`src/design/rgbhsv_pkg.sv`:
```
// ----------------------------------------------------------------------------
// rgbhsv_pkg
// Shared types and constants of the RGB to HSV converter.
// ----------------------------------------------------------------------------
package rgbhsv_pkg;

	localparam int CH_W  = 8;
	localparam int HUE_W = 16;
	localparam int SAT_W = 16;
	// Divider lanes: hue divisor is 6*delta <= 1530, so 11 bits cover it
	localparam int DIV_W = 11;

	typedef logic [CH_W-1:0] chan_t;

	typedef struct packed {
		chan_t red;
		chan_t green;
		chan_t blue;
	} pixel_t;

	typedef struct packed {
		logic [HUE_W-1:0] hue;
		logic [SAT_W-1:0] saturation;
		chan_t            value;
	} hsv_t;

	typedef enum logic [1:0] {
		SECT_RED,
		SECT_GREEN,
		SECT_BLUE
	} sector_t;

	// One divider lane: partial remainder and divisor
	typedef struct packed {
		logic [DIV_W-1:0] rem;
		logic [DIV_W-1:0] dvs;
	} lane_t;

	// Data that rides alongside the divider
	typedef struct packed {
		chan_t value;
		logic  hue_zero;
		logic  sat_zero;
		logic  sat_full;
	} side_t;

	typedef struct packed {
		lane_t hue;
		lane_t sat;
		side_t side;
	} div_in_t;

endpackage

```
`src/design/rgbhsv_stream_if.sv`:
```
// ----------------------------------------------------------------------------
// rgbhsv_stream_if
// Valid/ready stream channel carrying one payload of type T.
// ----------------------------------------------------------------------------
interface rgbhsv_stream_if #(
	parameter type T = logic
) ();

	logic valid;
	logic ready;
	T     data;

	modport source (output valid, output data, input ready);
	modport sink   (input valid, input data, output ready);

endinterface

```
`src/design/rgb_to_hsv_converter.sv`:
```
// ----------------------------------------------------------------------------
// rgb_to_hsv_converter
// Streaming RGB to HSV conversion, one pixel per clock while the output is
// taken; hue and saturation: Q0.FRAC_BITS, truncated or widened to 16 bits.
// ----------------------------------------------------------------------------
//
//  Channel   Dir   Payload                         Transfer
//  pix_in    in    red, green, blue (8 b each)     valid && ready
//  hsv_out   out   hue (16), saturation (16),      valid && ready
//                  value (8)
//
//  Throughput: one pixel per clock while the output is taken.
//  The divider, two quotient bits per stage, sets the depth of the pipe.
//  Reset clears every valid bit; payload registers are not reset.
//  A stall fills bubbles first, then back-pressures stage by stage;
//  each stage holds its item until the next one has room.
//
module rgb_to_hsv_converter #(
	parameter int FRAC_BITS = 16
) (
	input  logic                   clk,
	input  logic                   arst_n,
	rgbhsv_stream_if.sink          pix_in,
	rgbhsv_stream_if.source        hsv_out
);

	// Front end to divider
	logic                       fr_valid, fr_ready;
	rgbhsv_pkg::div_in_t        fr_data;

	// Divider to output stage
	logic                       dv_valid, dv_ready;
	logic [FRAC_BITS-1:0]       dv_hue, dv_sat;
	rgbhsv_pkg::side_t          dv_side;

	// Output stage
	logic                       out_valid_q;
	rgbhsv_pkg::hsv_t           out_q;
	logic [FRAC_BITS-1:0]       hue_c, sat_c;

	rgbhsv_front u_front (
		.clk       (clk),
		.arst_n    (arst_n),
		.in_valid  (pix_in.valid),
		.in_ready  (pix_in.ready),
		.in_data   (pix_in.data),
		.out_valid (fr_valid),
		.out_ready (fr_ready),
		.out_data  (fr_data)
	);

	rgbhsv_div_pipe #(
		.FRAC_BITS (FRAC_BITS)
	) u_div (
		.clk       (clk),
		.arst_n    (arst_n),
		.in_valid  (fr_valid),
		.in_ready  (fr_ready),
		.in_data   (fr_data),
		.out_valid (dv_valid),
		.out_ready (dv_ready),
		.hue_quot  (dv_hue),
		.sat_quot  (dv_sat),
		.out_side  (dv_side)
	);

	// Apply the special cases the divider cannot see: grey pixels give
	// hue zero, black gives saturation zero, and full saturation (an exact
	// 1.0) clamps to all ones.
	always_comb begin
		hue_c = dv_side.hue_zero ? '0 : dv_hue;
		if (dv_side.sat_zero) begin
			sat_c = '0;
		end else if (dv_side.sat_full) begin
			sat_c = '1;
		end else begin
			sat_c = dv_sat;
		end
	end

	// Output register: take a new result whenever the slot is empty or
	// its current result is transferred in this cycle.
	assign dv_ready = !out_valid_q || hsv_out.ready;

	always_ff @(posedge clk or negedge arst_n) begin
		if (!arst_n) begin
			out_valid_q <= 1'b0;
		end else if (dv_ready) begin
			out_valid_q <= dv_valid;
		end
	end

	// Truncate or widen the fraction to the 16-bit fields
	always_ff @(posedge clk) begin
		if (dv_ready && dv_valid) begin
			out_q.hue        <= rgbhsv_pkg::HUE_W'(hue_c);
			out_q.saturation <= rgbhsv_pkg::SAT_W'(sat_c);
			out_q.value      <= dv_side.value;
		end
	end

	assign hsv_out.valid = out_valid_q;
	assign hsv_out.data  = out_q;

endmodule

```
`src/design/rgbhsv_front.sv`:
```
// ----------------------------------------------------------------------------
// rgbhsv_front
// Two pipeline stages: extremes and sector, then delta, numerator and divisors.
// ----------------------------------------------------------------------------
module rgbhsv_front (
	input  logic                clk,
	input  logic                arst_n,
	input  logic                in_valid,
	output logic                in_ready,
	input  rgbhsv_pkg::pixel_t  in_data,
	output logic                out_valid,
	input  logic                out_ready,
	output rgbhsv_pkg::div_in_t out_data
);

	logic                valid_s1, valid_s2;
	logic                rdy_s1, rdy_s2;
	rgbhsv_pkg::pixel_t  pix_s1;
	rgbhsv_pkg::chan_t   max_s1, min_s1;
	rgbhsv_pkg::sector_t sect_s1;
	rgbhsv_pkg::div_in_t prep_s2;

	rgbhsv_pkg::chan_t   mx_c, mn_c;
	rgbhsv_pkg::sector_t sect_c;

	logic [rgbhsv_pkg::CH_W-1:0]  delta_c;
	logic [rgbhsv_pkg::DIV_W-1:0] d_w, six_d, num_c;
	logic [rgbhsv_pkg::DIV_W-1:0] r_w, g_w, b_w;

	assign rdy_s2   = !valid_s2 || out_ready;
	assign rdy_s1   = !valid_s1 || rdy_s2;
	assign in_ready = rdy_s1;

	// Max and min; the maximum sector is picked red, then green, then blue
	always_comb begin
		mx_c   = (in_data.red >= in_data.green) ? in_data.red : in_data.green;
		mn_c   = (in_data.red <= in_data.green) ? in_data.red : in_data.green;
		if (in_data.blue > mx_c) begin
			mx_c = in_data.blue;
		end
		if (in_data.blue < mn_c) begin
			mn_c = in_data.blue;
		end
		if (mx_c == in_data.red) begin
			sect_c = rgbhsv_pkg::SECT_RED;
		end else if (mx_c == in_data.green) begin
			sect_c = rgbhsv_pkg::SECT_GREEN;
		end else begin
			sect_c = rgbhsv_pkg::SECT_BLUE;
		end
	end

	// Numerator stays in [0, 6d), so modular 11-bit arithmetic is exact
	always_comb begin
		delta_c = max_s1 - min_s1;
		d_w     = rgbhsv_pkg::DIV_W'(delta_c);
		six_d   = (d_w << 2) + (d_w << 1);
		r_w     = rgbhsv_pkg::DIV_W'(pix_s1.red);
		g_w     = rgbhsv_pkg::DIV_W'(pix_s1.green);
		b_w     = rgbhsv_pkg::DIV_W'(pix_s1.blue);
		case (sect_s1)
			rgbhsv_pkg::SECT_RED: begin
				if (g_w >= b_w) begin
					num_c = g_w - b_w;
				end else begin
					num_c = six_d - (b_w - g_w);
				end
			end
			rgbhsv_pkg::SECT_GREEN: num_c = (d_w << 1) + b_w - r_w;
			rgbhsv_pkg::SECT_BLUE:  num_c = (d_w << 2) + r_w - g_w;
			default:                num_c = '0;
		endcase
	end

	always_ff @(posedge clk or negedge arst_n) begin
		if (!arst_n) begin
			valid_s1 <= 1'b0;
			valid_s2 <= 1'b0;
		end else begin
			if (rdy_s1) begin
				valid_s1 <= in_valid;
			end
			if (rdy_s2) begin
				valid_s2 <= valid_s1;
			end
		end
	end

	always_ff @(posedge clk) begin
		if (rdy_s1 && in_valid) begin
			pix_s1  <= in_data;
			max_s1  <= mx_c;
			min_s1  <= mn_c;
			sect_s1 <= sect_c;
		end
		if (rdy_s2 && valid_s1) begin
			prep_s2.hue.rem       <= num_c;
			prep_s2.hue.dvs       <= six_d;
			prep_s2.sat.rem       <= d_w;
			prep_s2.sat.dvs       <= rgbhsv_pkg::DIV_W'(max_s1);
			prep_s2.side.value    <= max_s1;
			prep_s2.side.hue_zero <= (delta_c == '0);
			prep_s2.side.sat_zero <= (max_s1 == '0);
			prep_s2.side.sat_full <= (min_s1 == '0) && (max_s1 != '0);
		end
	end

	assign out_valid = valid_s2;
	assign out_data  = prep_s2;

endmodule

```
`src/design/rgbhsv_div_pipe.sv`:
```
// ----------------------------------------------------------------------------
// rgbhsv_div_pipe
// Pipelined restoring divider, two lanes, two quotient bits per stage.
// ----------------------------------------------------------------------------
module rgbhsv_div_pipe #(
	parameter int FRAC_BITS = 16
) (
	input  logic                   clk,
	input  logic                   arst_n,
	input  logic                   in_valid,
	output logic                   in_ready,
	input  rgbhsv_pkg::div_in_t    in_data,
	output logic                   out_valid,
	input  logic                   out_ready,
	output logic [FRAC_BITS-1:0]   hue_quot,
	output logic [FRAC_BITS-1:0]   sat_quot,
	output rgbhsv_pkg::side_t      out_side
);

	localparam int STEPS = 2;
	localparam int NSTG  = (FRAC_BITS + STEPS - 1) / STEPS;

	logic                   valid_q [NSTG];
	logic                   rdy     [NSTG];
	rgbhsv_pkg::lane_t      hue_q   [NSTG];
	rgbhsv_pkg::lane_t      sat_q   [NSTG];
	logic [FRAC_BITS-1:0]   hq_q    [NSTG];
	logic [FRAC_BITS-1:0]   sq_q    [NSTG];
	rgbhsv_pkg::side_t      side_q  [NSTG];

	// One restoring step: returns {quotient bit, new remainder}
	function automatic logic [rgbhsv_pkg::DIV_W:0] div_step(
		input rgbhsv_pkg::lane_t ln
	);
		logic [rgbhsv_pkg::DIV_W:0] t;
		logic [rgbhsv_pkg::DIV_W:0] d;
		logic                       ge;
		t  = {ln.rem, 1'b0};
		d  = {1'b0, ln.dvs};
		ge = (t >= d);
		if (ge) begin
			t = t - d;
		end
		return {ge, t[rgbhsv_pkg::DIV_W-1:0]};
	endfunction

	genvar k;
	generate
		for (k = 0; k < NSTG; k++) begin : g_stg
			logic                   vin;
			rgbhsv_pkg::lane_t      hin, sin, hnx, snx;
			logic [FRAC_BITS-1:0]   hqin, sqin, hqnx, sqnx;
			rgbhsv_pkg::side_t      sdin;
			logic [rgbhsv_pkg::DIV_W:0] hr, sr;

			if (k == 0) begin : g_first
				assign vin  = in_valid;
				assign hin  = in_data.hue;
				assign sin  = in_data.sat;
				assign hqin = '0;
				assign sqin = '0;
				assign sdin = in_data.side;
			end else begin : g_next
				assign vin  = valid_q[k-1];
				assign hin  = hue_q[k-1];
				assign sin  = sat_q[k-1];
				assign hqin = hq_q[k-1];
				assign sqin = sq_q[k-1];
				assign sdin = side_q[k-1];
			end

			if (k == NSTG - 1) begin : g_last_rdy
				assign rdy[k] = !valid_q[k] || out_ready;
			end else begin : g_mid_rdy
				assign rdy[k] = !valid_q[k] || rdy[k+1];
			end

			// Skip the spare step when FRAC_BITS is odd
			always_comb begin
				hnx  = hin;
				snx  = sin;
				hqnx = hqin;
				sqnx = sqin;
				hr   = '0;
				sr   = '0;
				for (int j = 0; j < STEPS; j++) begin
					if (k * STEPS + j < FRAC_BITS) begin
						hr      = div_step(hnx);
						sr      = div_step(snx);
						hnx.rem = hr[rgbhsv_pkg::DIV_W-1:0];
						snx.rem = sr[rgbhsv_pkg::DIV_W-1:0];
						hqnx    = {hqnx[FRAC_BITS-2:0], hr[rgbhsv_pkg::DIV_W]};
						sqnx    = {sqnx[FRAC_BITS-2:0], sr[rgbhsv_pkg::DIV_W]};
					end
				end
			end

			always_ff @(posedge clk or negedge arst_n) begin
				if (!arst_n) begin
					valid_q[k] <= 1'b0;
				end else if (rdy[k]) begin
					valid_q[k] <= vin;
				end
			end

			always_ff @(posedge clk) begin
				if (rdy[k] && vin) begin
					hue_q[k]  <= hnx;
					sat_q[k]  <= snx;
					hq_q[k]   <= hqnx;
					sq_q[k]   <= sqnx;
					side_q[k] <= sdin;
				end
			end
		end
	endgenerate

	assign in_ready  = rdy[0];
	assign out_valid = valid_q[NSTG-1];
	assign hue_quot  = hq_q[NSTG-1];
	assign sat_quot  = sq_q[NSTG-1];
	assign out_side  = side_q[NSTG-1];

endmodule

```
`src/flat_wrapper.sv`:
```
// flat-port wrapper written by rule: the top's interface ports become plain ports
module rgb_to_hsv_converter_flat 
#(
	parameter int FRAC_BITS = 16
)
  (clk, arst_n, pix_in_valid, pix_in_data, pix_in_ready, hsv_out_valid, hsv_out_data, hsv_out_ready);
  rgbhsv_stream_if #(.T(rgbhsv_pkg::pixel_t)) pix_in_i ();
  rgbhsv_stream_if #(.T(rgbhsv_pkg::hsv_t)) hsv_out_i ();
  input  logic clk;
  input  logic arst_n;
  input wire logic [$bits(pix_in_i.valid)-1:0] pix_in_valid;
  input wire logic [$bits(pix_in_i.data)-1:0] pix_in_data;
  output wire logic [$bits(pix_in_i.ready)-1:0] pix_in_ready;
  output wire logic [$bits(hsv_out_i.valid)-1:0] hsv_out_valid;
  output wire logic [$bits(hsv_out_i.data)-1:0] hsv_out_data;
  input wire logic [$bits(hsv_out_i.ready)-1:0] hsv_out_ready;
  assign pix_in_i.valid = pix_in_valid;
  assign pix_in_i.data = pix_in_data;
  assign pix_in_ready = pix_in_i.ready;
  assign hsv_out_valid = hsv_out_i.valid;
  assign hsv_out_data = hsv_out_i.data;
  assign hsv_out_i.ready = hsv_out_ready;
  rgb_to_hsv_converter #(.FRAC_BITS(FRAC_BITS)) u_core (.clk(clk), .arst_n(arst_n), .pix_in(pix_in_i), .hsv_out(hsv_out_i));
endmodule
```
`config.mk`:
```
export PLATFORM = sky130hd
export DESIGN_NAME = rgb_to_hsv_converter_flat
export DESIGN_NICKNAME = d
export VERILOG_FILES = /design/src/design/rgbhsv_pkg.sv /design/src/design/rgbhsv_stream_if.sv /design/src/design/rgb_to_hsv_converter.sv /design/src/design/rgbhsv_front.sv /design/src/design/rgbhsv_div_pipe.sv /design/src/flat_wrapper.sv
export SDC_FILE = /design/constraint.sdc
export NUM_CORES = 1
export LEC_CHECK = 0
export BUFFER_PORTS_ARGS = -buffer_cell sky130_fd_sc_hd__buf_2
export CAP_MARGIN = 10
export CORE_ASPECT_RATIO = 1.75
export CORE_MARGIN = 3
export CORE_UTILIZATION = 45
export DETAILED_ROUTE_END_ITERATION = 16
export SETUP_SLACK_MARGIN = 0.3
export SLEW_MARGIN = 30
export SYNTH_ARGS = -nofsm -noshare
export SYNTH_HDL_FRONTEND = slang
export SYNTH_SLANG_ARGS = --single-unit
```
`constraint.sdc`:
```
create_clock -name clk -period 8.9 [get_ports clk]
set_clock_uncertainty 0.2 [all_clocks]
set_input_delay 0.89 -clock clk [delete_from_list [all_inputs] [get_ports clk]]
set_output_delay 0.89 -clock clk [all_outputs]
set_load 0.02 [all_outputs]
```
==> out/qor.txt <==
synth-to-layout area growth -> 9.42%
Startpoint Class -> register
final hold violation count -> 0
period utilization -> 67.2%
DR top layer -> met4
met3 WL -> 2110 um
H-tree depth -> 2
hold slack final -> 213 ps
root buf cell -> clkbuf_16
vias per cell -> 5.55
maxcap violations -> 0
Yosys warning count -> 0
Max clock buf depth -> 3
Post-CTS Setup Inserts -> 0
clock sinks -> 581
final WL -> 86400 um
CTS tree -> yes
die width -> 225 um
First-pass DRT Iterations -> 5
largest family of logic cells by synthesized area -> compound AO/OA/AOI/OAI gates
Die Area -> 0.0876 sq mm
CTS resizes -> 0
met2 wire length -> 52400 um
row count -> 139
hold_buf cts -> 1
library cells used by synthesis -> 97
DP HPWL -> 70200 um
Slew Viols, Final -> 0
Die Y -> 389 um
Max Fclk -> 167 MHz
multi-input logic area -> 0.0190 sq mm
critical path class -> reg2reg
final worst path period need -> 5980 ps
DP Area -> 0.0394 sq mm
Async SR Flop Fraction -> 1.89%
Total GRT Usage -> 19.7%
top cells by count, synth -> edfxtp_1 (570), ha_1 (356), inv_1 (316)
Core Area -> 0.0826 sq mm
Post-synth EDFFs -> 570
crit end category -> register
Final ANT Viol Nets -> 0
Fillers -> 7498
Starting Density -> 45.7%
Worst-Margin Slew -> 920 ps
sequential cell area -> 0.0174 sq mm
register area share after synthesis -> 46.1%
Worst Path Max Fanout -> 8
Simple-Gate Fraction of Synth Area -> 11.3%
Worst Path Arrival -> 6240 ps
Most used DFF post-synth -> edfxtp_1
wire length per cell -> 18.7 um
area share of the largest cell type after synthesis -> 45.3%
vias in the first global route -> 27300
1st-iter DRT viols -> 1004
DRC errors left -> 0
Layout Nets -> 3944
Mapped Cells -> 3429
Worst-path clk slew -> 70 ps
ranking of synthesized cells by area -> edfxtp_1 (45%), ha_1 (12%), mux2_2 (4.1%)
mux contribution to synthesized area -> 5.81%
via count -> 25700
Setup violations, final -> 0
Mapped Nets -> 3848
RSZ-0062 raised after global routing -> no
Synth Cell Area -> 0.0378 sq mm
cts bufs inserted -> 56
hold crit path type -> reg2reg
antenna violations before repair -> 0
Layout Cell Area excl Fill -> 0.0413 sq mm
average cell area after synthesis -> 11.0 sq um
I/O Pins -> 70
leading area contributor after synthesis -> edfxtp_1
IO buf count -> 69
Clock Latency Late Sink -> 640 ps
GR Overflow Total -> 0
routability cong. -> 0.916
count leader, synth -> edfxtp_1
ant diodes -> 0
Crit path required time -> 9160 ps
status -> finished clean
post-synthesis register bit count -> 581
normalized max-slew margin -> 38.4%
Compound-Gate Fraction of Synth Area -> 13.7%
Adder-Cell Fraction of Synth Area -> 13.7%
layout cells sized above 1 -> 11.4%
xor/xnor share of the synthesized area -> 5.66%
final core utilization -> 50.0%
TNS Setup -> 0 ps
DRT met1 WL -> 26200 um
first-pass GRT wire length -> 137000 um
largest net degree at the start of global routing -> 71
per-stage QoR:
step                cells  worst slack, ps
floorplan            3429             4000
global placement     4521             2710
detailed placement   4523             2890
CTS                  4629             2880
global route         4629             2420
finish               4629             2920
worst max-delay path, stage by stage, from the launching register on:
cell and delay, ps:
edfxtp_1 400, inv_1 70, ha_1 160, inv_1 60, fa_1 440, a211oi_1 290
nor2_1 100, xnor2_1 590, clkinv_1 410, ha_1 410, a21oi_1 320, a21oi_1 110
a31oi_1 220, xor2_1 180, ha_1 340, o41ai_1 540, o21ai_0 300, nor3_1 230
mux2i_1 100, nor3b_1 150, a211oi_1 200
cells in the final DEF, fill, tap and decap left out, types with 70 or more instances in the layout:
master / count
mux2_2: 139
xnor2_1: 157
nor2_1: 287
buf_2: 70
a21oi_1: 228
nor2b_1: 81
inv_1: 316
o21ai_0: 165
nand2_1: 130
xor2_1: 84
edfxtp_1: 570
ha_1: 356
a21o_1: 71
sequential cells by signal, summed over array words and instances, names as in the netlist:
name                      count
u_core.u_front.out_data      39
u_core.u_front.min_s1         8
u_core.u_div.hq_q            72
u_core.u_front.g_w            8
u_core.u_div.hue_q          140
u_core.u_div.side_q          81
u_core.u_front.valid_s1       1
u_core.hsv_out.data          40
u_core.u_div.g_stg.vin        7
u_core.u_front.pix_s1         8
u_core.u_front.max_s1         8
u_core.u_front.b_w            8
u_core.u_front.out_valid      1
u_core.u_div.sq_q            72
u_core.u_front.sect_s1        2
u_core.u_div.out_valid        1
u_core.hsv_out.valid          1
u_core.u_div.sat_q           84
per-layer routing:
metal / GRT usage (%) / up-vias
li1: - / 12800
met1: 15.6 / 12200
met2: 43.4 / 423
met3: 2.25 / 238
met4: 11.4 / 0
met5: 0 / -
cell type report:
| class | instances | area share, % |
|---|---|---|
| Clock buffer | 62 | 3.49 |
| Sequential cell | 581 | 42.1 |
| Inverter | 320 | 2.91 |
| Clock inverter | 43 | 1.12 |
| Timing Repair Buffer | 85 | 1.17 |
| Tap cell | 1057 | 3.20 |
| Multi-Input combinational cell | 2481 | 46.0 |
cell families after synthesis:
logic type	count (synthesis)
buf+inv	367
flops	581
simple gates	857
xor+xnor	243
fa+ha+maj	392
mux	193
compound gates	796
worst paths after layout:
path	startpoint	cells after the start	slack [ps]	end
max reg2reg	u_core.u_front.max_s1[0]$_DFFE_PP_	20	2920	u_core.u_front.out_data[54]$_DFFE_PP_
min	u_core.u_div.hq_q[1][0]$_DFFE_PP_	0	210	u_core.u_div.hq_q[2][2]$_DFFE_PP_
max	u_core.u_front.max_s1[0]$_DFFE_PP_	20	2920	u_core.u_front.out_data[54]$_DFFE_PP_
min reg2reg	u_core.u_div.hq_q[1][0]$_DFFE_PP_	0	210	u_core.u_div.hq_q[2][2]$_DFFE_PP_
max in group asynchronous	arst_n	2	7760	u_core.u_div.g_stg[3].vin$_DFFE_PN0P_
min in group asynchronous	arst_n	2	480	u_core.hsv_out.valid$_DFFE_PN0P_
Power is not shown: default switching activity piles up to over one toggle a cycle in this logic, so the estimate is an artifact.
